<file path="config.mk">
export PLATFORM = sky130hd
export DESIGN_NAME = hhmm_clock_with_set_buttons
export DESIGN_NICKNAME = d
export VERILOG_FILES = /design/src/design/hhmm_pkg.sv /design/src/design/hhmm_clock_with_set_buttons.sv
export SDC_FILE = /design/constraint.sdc
export NUM_CORES = 1
export LEC_CHECK = 0
export BUFFER_PORTS_ARGS = -buffer_cell sky130_fd_sc_hd__buf_2
export CAP_MARGIN = 10
export CORE_ASPECT_RATIO = 1.25
export CORE_MARGIN = 5
export CORE_UTILIZATION = 40
export DETAILED_ROUTE_END_ITERATION = 6
export PLACE_DENSITY = 0.6
export SLEW_MARGIN = 10
export SYNTH_ARGS = -nofsm -noshare
export SYNTH_HDL_FRONTEND = slang
export SYNTH_SLANG_ARGS = --single-unit
</file>
<file path="constraint.sdc">
create_clock -name clk -period 11.1 [get_ports clk]
set_clock_uncertainty 0.15 [all_clocks]
set_input_delay 0 -clock clk [delete_from_list [all_inputs] [get_ports clk]]
set_output_delay 0 -clock clk [all_outputs]
set_load 0.01 [all_outputs]
</file>
<file path="src/design/hhmm_pkg.sv">
`default_nettype none

package hhmm_pkg;

  // Configuration port geometry
  localparam int CFG_INDEX_W = 2;
  localparam int CFG_DATA_W  = 10;

  // Register indexes on the configuration port
  localparam logic [CFG_INDEX_W-1:0] REG_HALF_SECOND_TICKS = 2'd0;
  localparam logic [CFG_INDEX_W-1:0] REG_REPEAT_DELAY      = 2'd1;
  localparam logic [CFG_INDEX_W-1:0] REG_REPEAT_PERIOD     = 2'd2;

  // Register reset values
  localparam logic [9:0] HALF_SECOND_TICKS_RST = 10'd200;
  localparam logic [7:0] REPEAT_DELAY_RST      = 8'd50;
  localparam logic [5:0] REPEAT_PERIOD_RST     = 6'd10;

  // Time limits
  localparam logic [4:0] HOUR_MAX     = 5'd23;
  localparam logic [5:0] MINUTE_MAX   = 6'd59;
  localparam logic [5:0] SECOND_WRAP  = 6'd60;

  // Input word kinds
  localparam logic REQ_SCAN = 1'b0;
  localparam logic REQ_POLL = 1'b1;

  typedef struct packed {
    logic [4:0] hours;
    logic [5:0] minutes;
  } hhmm_time_t;

  // One minute forward, carrying into the hour
  function automatic hhmm_time_t step_up(hhmm_time_t t);
    hhmm_time_t r;
    r = t;
    if (t.minutes >= MINUTE_MAX) begin
      r.minutes = '0;
      r.hours   = (t.hours >= HOUR_MAX) ? 5'd0 : t.hours + 5'd1;
    end else begin
      r.minutes = t.minutes + 6'd1;
    end
    return r;
  endfunction

  // One minute back, borrowing from the hour
  function automatic hhmm_time_t step_down(hhmm_time_t t);
    hhmm_time_t r;
    r = t;
    if (t.minutes == 6'd0) begin
      r.minutes = MINUTE_MAX;
      r.hours   = (t.hours == 5'd0) ? HOUR_MAX : t.hours - 5'd1;
    end else begin
      r.minutes = t.minutes - 6'd1;
    end
    return r;
  endfunction

  // Tens digit of a value below 64
  function automatic logic [2:0] digit_tens(logic [5:0] v);
    logic [2:0] t;
    if (v >= 6'd60)      t = 3'd6;
    else if (v >= 6'd50) t = 3'd5;
    else if (v >= 6'd40) t = 3'd4;
    else if (v >= 6'd30) t = 3'd3;
    else if (v >= 6'd20) t = 3'd2;
    else if (v >= 6'd10) t = 3'd1;
    else                 t = 3'd0;
    return t;
  endfunction

  // Units digit, given the tens digit
  function automatic logic [3:0] digit_units(logic [5:0] v, logic [2:0] tens);
    logic [5:0] d;
    d = v - ({3'b000, tens} * 6'd10);
    return d[3:0];
  endfunction

  // Segment pattern a..g, bit6 = a
  function automatic logic [6:0] seg_decode(logic [3:0] d);
    logic [6:0] s;
    unique case (d)
      4'd0:    s = 7'h7E;
      4'd1:    s = 7'h30;
      4'd2:    s = 7'h6D;
      4'd3:    s = 7'h79;
      4'd4:    s = 7'h33;
      4'd5:    s = 7'h5B;
      4'd6:    s = 7'h5F;
      4'd7:    s = 7'h70;
      4'd8:    s = 7'h7F;
      4'd9:    s = 7'h7B;
      default: s = 7'h00;
    endcase
    return s;
  endfunction

endpackage

`default_nettype wire

</file>
<file path="src/design/hhmm_clock_with_set_buttons.sv">
`default_nettype none

// Channel | Direction | Handshake           | Word
// in_     | input     | in_valid/in_ready   | req_type, btn_up, btn_down
// out_    | output    | out_valid/out_ready | segments, digit_enable, led, hours,
//         |           |                     | minutes, time_set
// cfg_    | input     | cfg_valid/cfg_ready | index (2 bits), data (10 bits)
//
// One word per clock while in_ready is high: all state updates in the cycle a
// word is accepted, and the result sits in the output register the next cycle.
// A new word is taken while a result waits, as long as out_ready is high.
// A write to repeat_period starts a remainder recompute of both hold
// counters; in_ready and cfg_ready stay low while it runs.
// Synchronous active-low reset; the clock starts at 00:00, unset and blinking.

module hhmm_clock_with_set_buttons (
  input  wire                               clk,
  input  wire                               rst_n,
  // input channel
  input  wire                               in_valid,
  output logic                              in_ready,
  input  wire                               in_req_type,
  input  wire                               in_btn_up,
  input  wire                               in_btn_down,
  // result channel
  output logic                              out_valid,
  input  wire                               out_ready,
  output logic [6:0]                        out_segments,
  output logic [3:0]                        out_digit_enable,
  output logic                              out_led,
  output logic [4:0]                        out_hours,
  output logic [5:0]                        out_minutes,
  output logic                              out_time_set,
  // configuration
  input  wire                               cfg_valid,
  output logic                              cfg_ready,
  input  wire  [hhmm_pkg::CFG_INDEX_W-1:0]  cfg_index,
  input  wire  [hhmm_pkg::CFG_DATA_W-1:0]   cfg_data
);

  // Configuration registers
  logic [9:0] half_ticks_r;
  logic [7:0] rpt_delay_r;
  logic [5:0] rpt_period_r;

  // Clock state
  hhmm_pkg::hhmm_time_t time_r, time_nxt;
  logic [5:0] second_r, second_nxt;
  logic [9:0] tick_r, tick_nxt;
  logic       half_phase_r, half_phase_nxt;
  logic       led_r, led_nxt;
  logic       visible_r, visible_nxt;
  logic       set_r, set_nxt;
  logic [1:0] digit_r, digit_nxt;

  // Button hold counters and their remainders modulo the period
  logic [8:0] up_cnt_r, up_cnt_nxt;
  logic [8:0] dn_cnt_r, dn_cnt_nxt;
  logic [6:0] up_rem_r, up_rem_nxt;
  logic [6:0] dn_rem_r, dn_rem_nxt;

  // Remainder recompute sequencer
  logic       busy_r, busy_nxt;
  logic [3:0] div_bit_r, div_bit_nxt;

  // Output register
  logic       out_valid_r;
  logic [6:0] seg_r, seg_nxt;
  logic [3:0] en_r, en_nxt;

  logic in_acc, cfg_acc;
  logic [5:0] eff_period;
  logic [9:0] eff_half;

  assign in_ready  = !busy_r && (!out_valid_r || out_ready);
  assign cfg_ready = !busy_r;
  assign in_acc    = in_valid && in_ready;
  assign cfg_acc   = cfg_valid && cfg_ready;

  assign eff_period = (rpt_period_r == 6'd0) ? 6'd1 : rpt_period_r;
  assign eff_half   = (half_ticks_r == 10'd0) ? 10'd1 : half_ticks_r;

  // Per-button hold update: next count, next remainder, first press, repeat step
  typedef struct packed {
    logic [8:0] cnt;
    logic [6:0] rem;
    logic       first;
    logic       rpt;
  } hold_upd_t;

  function automatic hold_upd_t hold_update(logic [8:0] cnt, logic [6:0] rem,
                                            logic pressed, logic [7:0] dly,
                                            logic [5:0] per);
    hold_upd_t  u;
    logic [9:0] c1;
    logic [6:0] r1;
    u  = '0;
    c1 = {1'b0, cnt} + 10'd1;
    r1 = (rem + 7'd1 >= {1'b0, per}) ? 7'd0 : rem + 7'd1;
    if (pressed) begin
      u.first = (c1 == 10'd1);
      u.rpt   = (c1 > {2'b00, dly}) && (r1 == 7'd0);
      u.rem   = r1;
      if (c1 > ({2'b00, dly} + {4'b0000, per}))
        u.cnt = 9'(c1 - {4'b0000, per});
      else
        u.cnt = c1[8:0];
    end
    return u;
  endfunction

  hold_upd_t up_u, dn_u;
  hhmm_pkg::hhmm_time_t t_a, t_b, t_c, t_d;
  logic [2:0] h_tens, m_tens;
  logic [3:0] digit_val;
  logic [9:0] tick_inc;
  logic [5:0] sec_inc;
  logic [6:0] up_shift, dn_shift;

  assign up_u = hold_update(up_cnt_r, up_rem_r, in_btn_up,   rpt_delay_r, eff_period);
  assign dn_u = hold_update(dn_cnt_r, dn_rem_r, in_btn_down, rpt_delay_r, eff_period);

  // Digit value for the current scan position
  always_comb begin
    h_tens = hhmm_pkg::digit_tens({1'b0, time_r.hours});
    m_tens = hhmm_pkg::digit_tens(time_r.minutes);
    unique case (digit_r)
      2'd0:    digit_val = {1'b0, h_tens};
      2'd1:    digit_val = hhmm_pkg::digit_units({1'b0, time_r.hours}, h_tens);
      2'd2:    digit_val = {1'b0, m_tens};
      default: digit_val = hhmm_pkg::digit_units(time_r.minutes, m_tens);
    endcase
  end

  // Next state and result for one accepted word
  always_comb begin
    time_nxt       = time_r;
    second_nxt     = second_r;
    tick_nxt       = tick_r;
    half_phase_nxt = half_phase_r;
    led_nxt        = led_r;
    visible_nxt    = visible_r;
    set_nxt        = set_r;
    digit_nxt      = digit_r;
    up_cnt_nxt     = up_cnt_r;
    dn_cnt_nxt     = dn_cnt_r;
    up_rem_nxt     = up_rem_r;
    dn_rem_nxt     = dn_rem_r;
    seg_nxt        = 7'd0;
    en_nxt         = 4'd0;
    tick_inc       = tick_r + 10'd1;
    sec_inc        = second_r + 6'd1;
    t_a            = time_r;
    t_b            = time_r;
    t_c            = time_r;
    t_d            = time_r;

    if (in_acc) begin
      if (in_req_type == hhmm_pkg::REQ_SCAN) begin
        // display scan tick
        if (visible_r) begin
          seg_nxt = hhmm_pkg::seg_decode(digit_val);
          en_nxt  = 4'b1000 >> digit_r;
        end
        digit_nxt = digit_r + 2'd1;
        tick_nxt  = tick_inc;
        if (tick_inc >= eff_half) begin
          tick_nxt       = '0;
          half_phase_nxt = !half_phase_r;
          led_nxt        = !led_r;
          if (!set_r) begin
            visible_nxt = !half_phase_r;
          end else begin
            visible_nxt = 1'b1;
            if (half_phase_r) begin
              if (sec_inc >= hhmm_pkg::SECOND_WRAP) begin
                second_nxt = '0;
                time_nxt   = hhmm_pkg::step_up(time_r);
              end else begin
                second_nxt = sec_inc;
              end
            end
          end
        end
      end else begin
        // button poll: up first, then down
        t_a = up_u.first ? hhmm_pkg::step_up(time_r) : time_r;
        t_b = up_u.rpt   ? hhmm_pkg::step_up(t_a) : t_a;
        t_c = dn_u.first ? hhmm_pkg::step_down(t_b) : t_b;
        t_d = dn_u.rpt   ? hhmm_pkg::step_down(t_c) : t_c;
        time_nxt   = t_d;
        up_cnt_nxt = up_u.cnt;
        dn_cnt_nxt = dn_u.cnt;
        up_rem_nxt = up_u.rem;
        dn_rem_nxt = dn_u.rem;
        if (up_u.first || dn_u.first) begin
          set_nxt     = 1'b1;
          visible_nxt = 1'b1;
        end
      end
    end
  end

  // Remainder recompute after a period change, one count bit per cycle, MSB first
  always_comb begin
    busy_nxt    = busy_r;
    div_bit_nxt = div_bit_r;
    up_shift    = {up_rem_r[5:0], up_cnt_r[div_bit_r]};
    dn_shift    = {dn_rem_r[5:0], dn_cnt_r[div_bit_r]};
    if (busy_r) begin
      div_bit_nxt = (div_bit_r == 4'd0) ? 4'd0 : div_bit_r - 4'd1;
      busy_nxt    = (div_bit_r != 4'd0);
    end else if (cfg_acc && cfg_index == hhmm_pkg::REG_REPEAT_PERIOD) begin
      busy_nxt    = 1'b1;
      div_bit_nxt = 4'd8;
    end
  end

  // Control and state registers
  always_ff @(posedge clk) begin
    if (!rst_n) begin
      half_ticks_r <= hhmm_pkg::HALF_SECOND_TICKS_RST;
      rpt_delay_r  <= hhmm_pkg::REPEAT_DELAY_RST;
      rpt_period_r <= hhmm_pkg::REPEAT_PERIOD_RST;
      time_r       <= '0;
      second_r     <= '0;
      tick_r       <= '0;
      half_phase_r <= 1'b0;
      led_r        <= 1'b1;
      visible_r    <= 1'b1;
      set_r        <= 1'b0;
      digit_r      <= '0;
      up_cnt_r     <= '0;
      dn_cnt_r     <= '0;
      up_rem_r     <= '0;
      dn_rem_r     <= '0;
      busy_r       <= 1'b0;
      div_bit_r    <= '0;
      out_valid_r  <= 1'b0;
    end else begin
      if (cfg_acc) begin
        unique case (cfg_index)
          hhmm_pkg::REG_HALF_SECOND_TICKS: half_ticks_r <= cfg_data[9:0];
          hhmm_pkg::REG_REPEAT_DELAY:      rpt_delay_r  <= cfg_data[7:0];
          hhmm_pkg::REG_REPEAT_PERIOD:     rpt_period_r <= cfg_data[5:0];
          default: ;
        endcase
      end
      time_r       <= time_nxt;
      second_r     <= second_nxt;
      tick_r       <= tick_nxt;
      half_phase_r <= half_phase_nxt;
      led_r        <= led_nxt;
      visible_r    <= visible_nxt;
      set_r        <= set_nxt;
      digit_r      <= digit_nxt;
      up_cnt_r     <= up_cnt_nxt;
      dn_cnt_r     <= dn_cnt_nxt;
      busy_r       <= busy_nxt;
      div_bit_r    <= div_bit_nxt;
      // remainders: cleared at recompute start, restoring steps while busy
      if (busy_r) begin
        up_rem_r <= (up_shift >= {1'b0, eff_period}) ? up_shift - {1'b0, eff_period}
                                                     : up_shift;
        dn_rem_r <= (dn_shift >= {1'b0, eff_period}) ? dn_shift - {1'b0, eff_period}
                                                     : dn_shift;
      end else if (busy_nxt) begin
        up_rem_r <= '0;
        dn_rem_r <= '0;
      end else begin
        up_rem_r <= up_rem_nxt;
        dn_rem_r <= dn_rem_nxt;
      end
      if (in_acc)
        out_valid_r <= 1'b1;
      else if (out_ready)
        out_valid_r <= 1'b0;
    end
  end

  // Result word register
  always_ff @(posedge clk) begin
    if (in_acc) begin
      seg_r <= seg_nxt;
      en_r  <= en_nxt;
    end
  end

  logic       led_o_r, set_o_r;
  logic [4:0] hours_o_r;
  logic [5:0] minutes_o_r;

  always_ff @(posedge clk) begin
    if (in_acc) begin
      led_o_r     <= led_nxt;
      set_o_r     <= set_nxt;
      hours_o_r   <= time_nxt.hours;
      minutes_o_r <= time_nxt.minutes;
    end
  end

  assign out_valid        = out_valid_r;
  assign out_segments     = seg_r;
  assign out_digit_enable = en_r;
  assign out_led          = led_o_r;
  assign out_hours        = hours_o_r;
  assign out_minutes      = minutes_o_r;
  assign out_time_set     = set_o_r;

  // Checks
  a_busy_blocks: assert property (@(posedge clk) disable iff (!rst_n)
    busy_r |-> (!in_ready && !cfg_ready))
    else $error("word or write taken during remainder recompute");

  a_time_range: assert property (@(posedge clk) disable iff (!rst_n)
    (time_r.hours <= hhmm_pkg::HOUR_MAX) && (time_r.minutes <= hhmm_pkg::MINUTE_MAX)
    && (second_r < hhmm_pkg::SECOND_WRAP))
    else $error("time counters out of range");

  a_rem_below_period: assert property (@(posedge clk) disable iff (!rst_n)
    !busy_r |-> ((up_rem_r < {1'b0, eff_period}) && (dn_rem_r < {1'b0, eff_period})))
    else $error("hold remainder not below repeat period");

  a_poll_blank: assert property (@(posedge clk) disable iff (!rst_n)
    (in_acc && in_req_type == hhmm_pkg::REQ_POLL) |=> (en_r == 4'd0 && seg_r == 7'd0))
    else $error("poll result lights a digit");

  a_enable_onehot: assert property (@(posedge clk) disable iff (!rst_n)
    out_valid_r |-> $onehot0(en_r))
    else $error("more than one digit enabled");

endmodule

`default_nettype wire
</file>
* Word-level counts from Yosys, hierarchy flattened
Memory sizes are Yosys's and may differ from the RTL's. A register that Yosys moved wholly into a read port is not among the register bits.
Cells that the tools add are included.
** Storage, ports and cells
- Bits in registers :: 112
- Memory bits (read-only) :: 112
- Logic and storage cells :: 214
- Memories :: 1
** Operators by class
- Add/sub/neg operators :: 23
- Multiply operators :: 2
- Order comparisons :: 27
- Equality and inequality tests :: 7
- Shifts and indexed selects :: 1
- Multiplexer cells :: 88
- Bitwise logic cells :: 2
- Reductions and logical operators :: 39
** Memory list
- (name not given) :: depth 16, width 7, read ports 1, clocked after memory_dff 1, write ports 0, RTL line hhmm_pkg.sv:82 : unique case (d)
** Operators by type and width (count)
- $mux W11 :: 10
- $mux W7 :: 12
- $mux W6 :: 12
- $mux W5 :: 14
- $ge A6 B6 Y1 const B :: 6
- $mux W18 :: 2
- $ge A7 B6 Y1 :: 4
- $add A9 B1 Y10 const B :: 2
- $eq A10 B1 Y1 const B :: 2
- $ge A5 B5 Y1 const B :: 4
- $gt A10 B8 Y1 :: 2
- $gt A10 B9 Y1 :: 2
- $mux W10 :: 2
- $add A6 B1 Y6 const B :: 3
- $ge A5 B6 Y1 const B :: 3
- $logic_not A6 Y1 :: 3
- $mux W1 :: 18
- $mux W3 :: 6
- $mux W9 :: 2
- $sub A9 B6 Y9 :: 2
- $add A7 B1 Y7 const B :: 2
- $logic_not A7 Y1 :: 2
- $sub A7 B6 Y7 :: 2
- $ge A6 B5 Y1 const B :: 2
- 36 further kinds :: 70

* Longest topological paths before layout
- Depth after elaboration :: 26
- Depth in mapped cells :: 27
- Mapped depth without buffers :: 25

* Worst setup path after synthesis
Ideal clock, no wire load.
- Kind :: register -> register
- From :: reg up_cnt_r[0]
- To :: reg hours_o_r[1], in the netlist out_hours[1], data pin
- Arrival :: 5171 ps
- Required time :: 10685 ps
- Slack :: 5513 ps
- Stages on the path, launching flop included :: 27
- Buffers on the path :: 2
- Clock period less this slack :: 5587 ps
- Path through :: dfxtp_1 > ha_1 > and4_4 > o21ai_2 > a221o_2 > buf_6 > nor3_1 > a21oi_1 > inv_1 > ha_1 > clkbuf_1 > nor2_1 > nor2_1 > o21ai_2 > a21oi_2 > xnor2_1 > a31oi_1 > inv_1 > ha_1 > inv_1 > or4_1 > a31oi_1 > inv_1 > ha_1 > o211ai_1 > a31oi_1 > or3_1
** RTL lines
- from (decl) :: RTL line hhmm_clock_with_set_buttons.sv:57 : logic [8:0] up_cnt_r, up_cnt_nxt;
- from (signal assigned) :: RTL line hhmm_clock_with_set_buttons.sv:257 : up_cnt_r <= up_cnt_nxt;
- to (signal assigned) :: RTL line hhmm_clock_with_set_buttons.sv:297 : hours_o_r <= time_nxt.hours;
- to (decl) :: RTL line hhmm_clock_with_set_buttons.sv:290 : logic [4:0] hours_o_r;

==> key figures <==
Detailed routing
  • Avg WL per Cell: 18.7 um
  • Vias per cell: 5.87
  • DRC viols: 0
  • First-pass DRT Iterations: 6
  • DR iter-0 viols: 666
  • Antenna Violating Nets Remaining: 0
  • Final WL: 34100 um
  • DR vias: 10700

Timing
  • RSZ-0062 raised after global routing: no
  • Tightest Pin Transition: 1.10 ns
  • Post-layout min period: 7.13 ns
  • Sum of negative setup slack: 0 ns
  • Final hold violations: 0
  • Final setup fails: 0
  • Relative slew slack: 25.6%
  • Max Fclk: 0.140 GHz
  • Period utilisation layout: 64.3%
  • Slew Limit Fails: 0

Floorplanning
  • Site row count: 68
  • Core area: 27700 um^2
  • Initial Utilization: 40.6%
  • Total Die Area: 31600 um^2
  • Die Wd: 160 um
  • Die Ht: 198 um
  • Num ports: 47

Clock network
  • Root Driver: clkbuf_16
  • Resize count post-CTS: 0
  • CTS H-tree lvls: 4
  • CTS Buf Count: 17
  • Clock tree buffer depth: 2
  • Worst-path clk slew: 0.06 ns
  • Post-CTS setup buffers: 0
  • CTS sink cnt: 119
  • # hold bufs at CTS: 26
  • CTS tree: done
  • Clock Latency Late Sink: 0.43 ns

Pwr
  • Worst vdd ir: 0.0952 mV
  • Clk pwr share: 38.3%
  • Seq pwr share: 36.4%
  • Pleak: 5.22 nW
  • Comb pwr share: 25.3%
  • Switching Share: 34.3%
  • P_int: 0.000881 W
  • Power Dens Cells: 107 nW/um^2
  • Sw Pwr: 0.000459 W

Yosys
  • Post-synthesis cell type count: 100
  • Post-synth EDFFs: 24
  • Cell area after synthesis: 11300 um^2
  • Most common cell in the netlist: nand2_1
  • Syn Area/Cell: 7.88 um^2
  • YS warnings: 0
  • Syn Nets: 1575
  • Main synth FF type: dfxtp_1
  • Synth async-reset ratio: 0%
  • Sequential share of the synthesized area: 23.3%
  • Yosys top cell area share: 16.9%
  • Largest cells by area after synthesis: dfxtp_1 17%, ha_1 13%, edfxtp_1 6.4%
  • Leading area contributor after synthesis: dfxtp_1
  • Cells after Synth: 1429
  • Synth Register Bits: 119
  • Post-synth top cells: 135 x nand2_1, 119 x ha_1, 110 x nor2_1, 109 x a21oi_1, 95 x dfxtp_1

Global route
  • Number of global-route vias before repair: 10300
  • GR Util All Layers: 21.3%
  • Global-route wire length before repair: 54800 um
  • Maximum number of pins on one net before global-route repair: 73
  • Initial antenna violation count: 0
  • GR Overflow Total: 0

Finish
  • Post-Layout Cell Count: 1821
  • Nets: 1604
  • Area Growth Syn to Fin: 10.8%
  • Layout cells sized above 1: 9.31%
  • Antenna cells: 0
  • Fillers: 2798

Worst setup path
  • Worst setup path class: flip-flop to flip-flop
  • Worst EP required: 11.13 ns
  • CP most frequent cell: ha_1
  • CP max-delay cell: nor4_2
  • Crit path arrival time: 7.16 ns
  • CP Launch Type: flip-flop
  • Register-to-register setup slack: 3.97 ns
  • Max FO, Critical Path: 13
  • CP max stage delay: 0.54 ns
  • Critical Path End Type: flip-flop

Placed design
  • HPWL Detailed: 25400 um
  • I/O Buffers: 46
  • Dpl cells: 1763
  • RePlAce Congestion: 0.920

Outcome
  • Status: finished, final reports clean

Run
  • MaxCap Viol Count: 0

Min path
  • Min-Delay Path Class: input pin to flip-flop
[sequential cells by signal, indices dropped and copies added, names as in the netlist, 2 cells and up]
signal	flops
time_r	11
half_ticks_r	10
tick_r	10
dn_cnt_r	9
up_cnt_r	9
rpt_delay_r	8
dn_rem_r	7
out_segments	7
up_rem_r	7
out_minutes	6
rpt_period_r	6
second_r	6
out_hours	5
div_bit_r	4
out_digit_enable	4
digit_r	2
[power by group through the flow]
stage	registers [W]	logic, W	clock network (W)
2_1_floorplan	0.000489	0.000249	0
3_3_place_gp	0.000496	0.000326	0
3_5_place_dp	0.000497	0.000329	0
4_1_cts	0.000487	0.000338	0.000524
5_1_grt	0.000490	0.000378	0.000543
6_report	0.000488	0.000339	0.000513
[routing by layer]
metal / vias to the layer above / routed length, um / track usage (%)
li1: 5273 / - / -
met1: 5068 / 14600 / 25.3
met2: 267 / 16500 / 37.4
met3: 88 / 1250 / 2.96
met4: 0 / 1750 / 11.4
met5: - / 0 / 0
[layout make-up]
class | count | area [um^2] | area share [%]
clock buffers | 18 | 429 | 3.44
clock inverters | 14 | 103 | 0.822
inverters | 81 | 304 | 2.44
multi-input cells | 1156 | 8010 | 64.2
flip-flops and latches | 119 | 2620 | 21.0
well taps | 350 | 438 | 3.51
repair buffers | 83 | 573 | 4.59
[cell families (layout without fill, tap and decap cells)]
logic type,Yosys count,count (layout),share of synthesized area (%)
and+or+nand+nor,508,508,22.7
AOI/OAI and AO/OA,415,415,24.6
xor gates and xnor gates,76,76,5.91
DFF,119,119,23.3
adders and majority gates,129,129,14.7
muxes,28,28,3.17
buffers and inverters,154,196,5.60
[layout by cell type (no fill, tap or decap), types with 18 or more instances in the layout]
master,instances
a21oi_1,109
a21o_1,33
nor2b_1,24
a211oi_1,18
nor3_1,37
buf_2,46
dlygate4sd3_1,26
nand4_1,24
nor2_1,110
nand3_1,57
edfxtp_1,24
o21ai_0,79
and3_1,22
xnor2_1,42
o21a_1,19
and2_1,18
dfxtp_1,95
nand2_1,135
o211ai_1,24
xor2_1,34
inv_1,77
ha_1,119
[metrics by stage]
step / setup slack, ns / utilization, % / power [W] / hold WS, ns / area [um^2]
4_1_cts: 4.06 / 45.0 / 0.00135 / 0.0789 / 12500
2_1_floorplan: 5.51 / - / 0.000737 / -0.0140 / 11300
5_1_grt: 3.34 / 45.0 / 0.00141 / 0.108 / 12500
6_report: 3.97 / 45.0 / 0.00134 / 0.0966 / 12500
3_5_place_dp: 4.07 / 42.1 / 0.000826 / 0.106 / 11700
3_3_place_gp: 4.27 / 42.1 / 0.000822 / 0.0971 / 11700
[worst paths after layout]
| kind | from | end | cells after the start |
|---|---|---|---|
| hold reg to reg | half_ticks_r[4]$_SDFFE_PN0P_ | half_ticks_r[4]$_SDFFE_PN0P_ | 2 |
| setup reg to reg | up_cnt_r[0]$_SDFFE_PN0P_ | out_hours[1]$_DFFE_PP_ | 25 |
| hold / removal | in_valid | time_r[10]$_SDFF_PN0_ | 4 |
| setup / recovery | up_cnt_r[0]$_SDFFE_PN0P_ | out_hours[1]$_DFFE_PP_ | 25 |
[worst max-delay path: cells and delay by family, from the launching register on]
kind | cells | cell delay, ns
AOI/OAI and AO/OA | 8 | 1.82
adders and majority gates | 4 | 1.15
buffers and inverters | 2 | 0.20
DFF | 1 | 0.53
and+or+nand+nor | 11 | 3.04
Power figures use the tool's default switching activity.
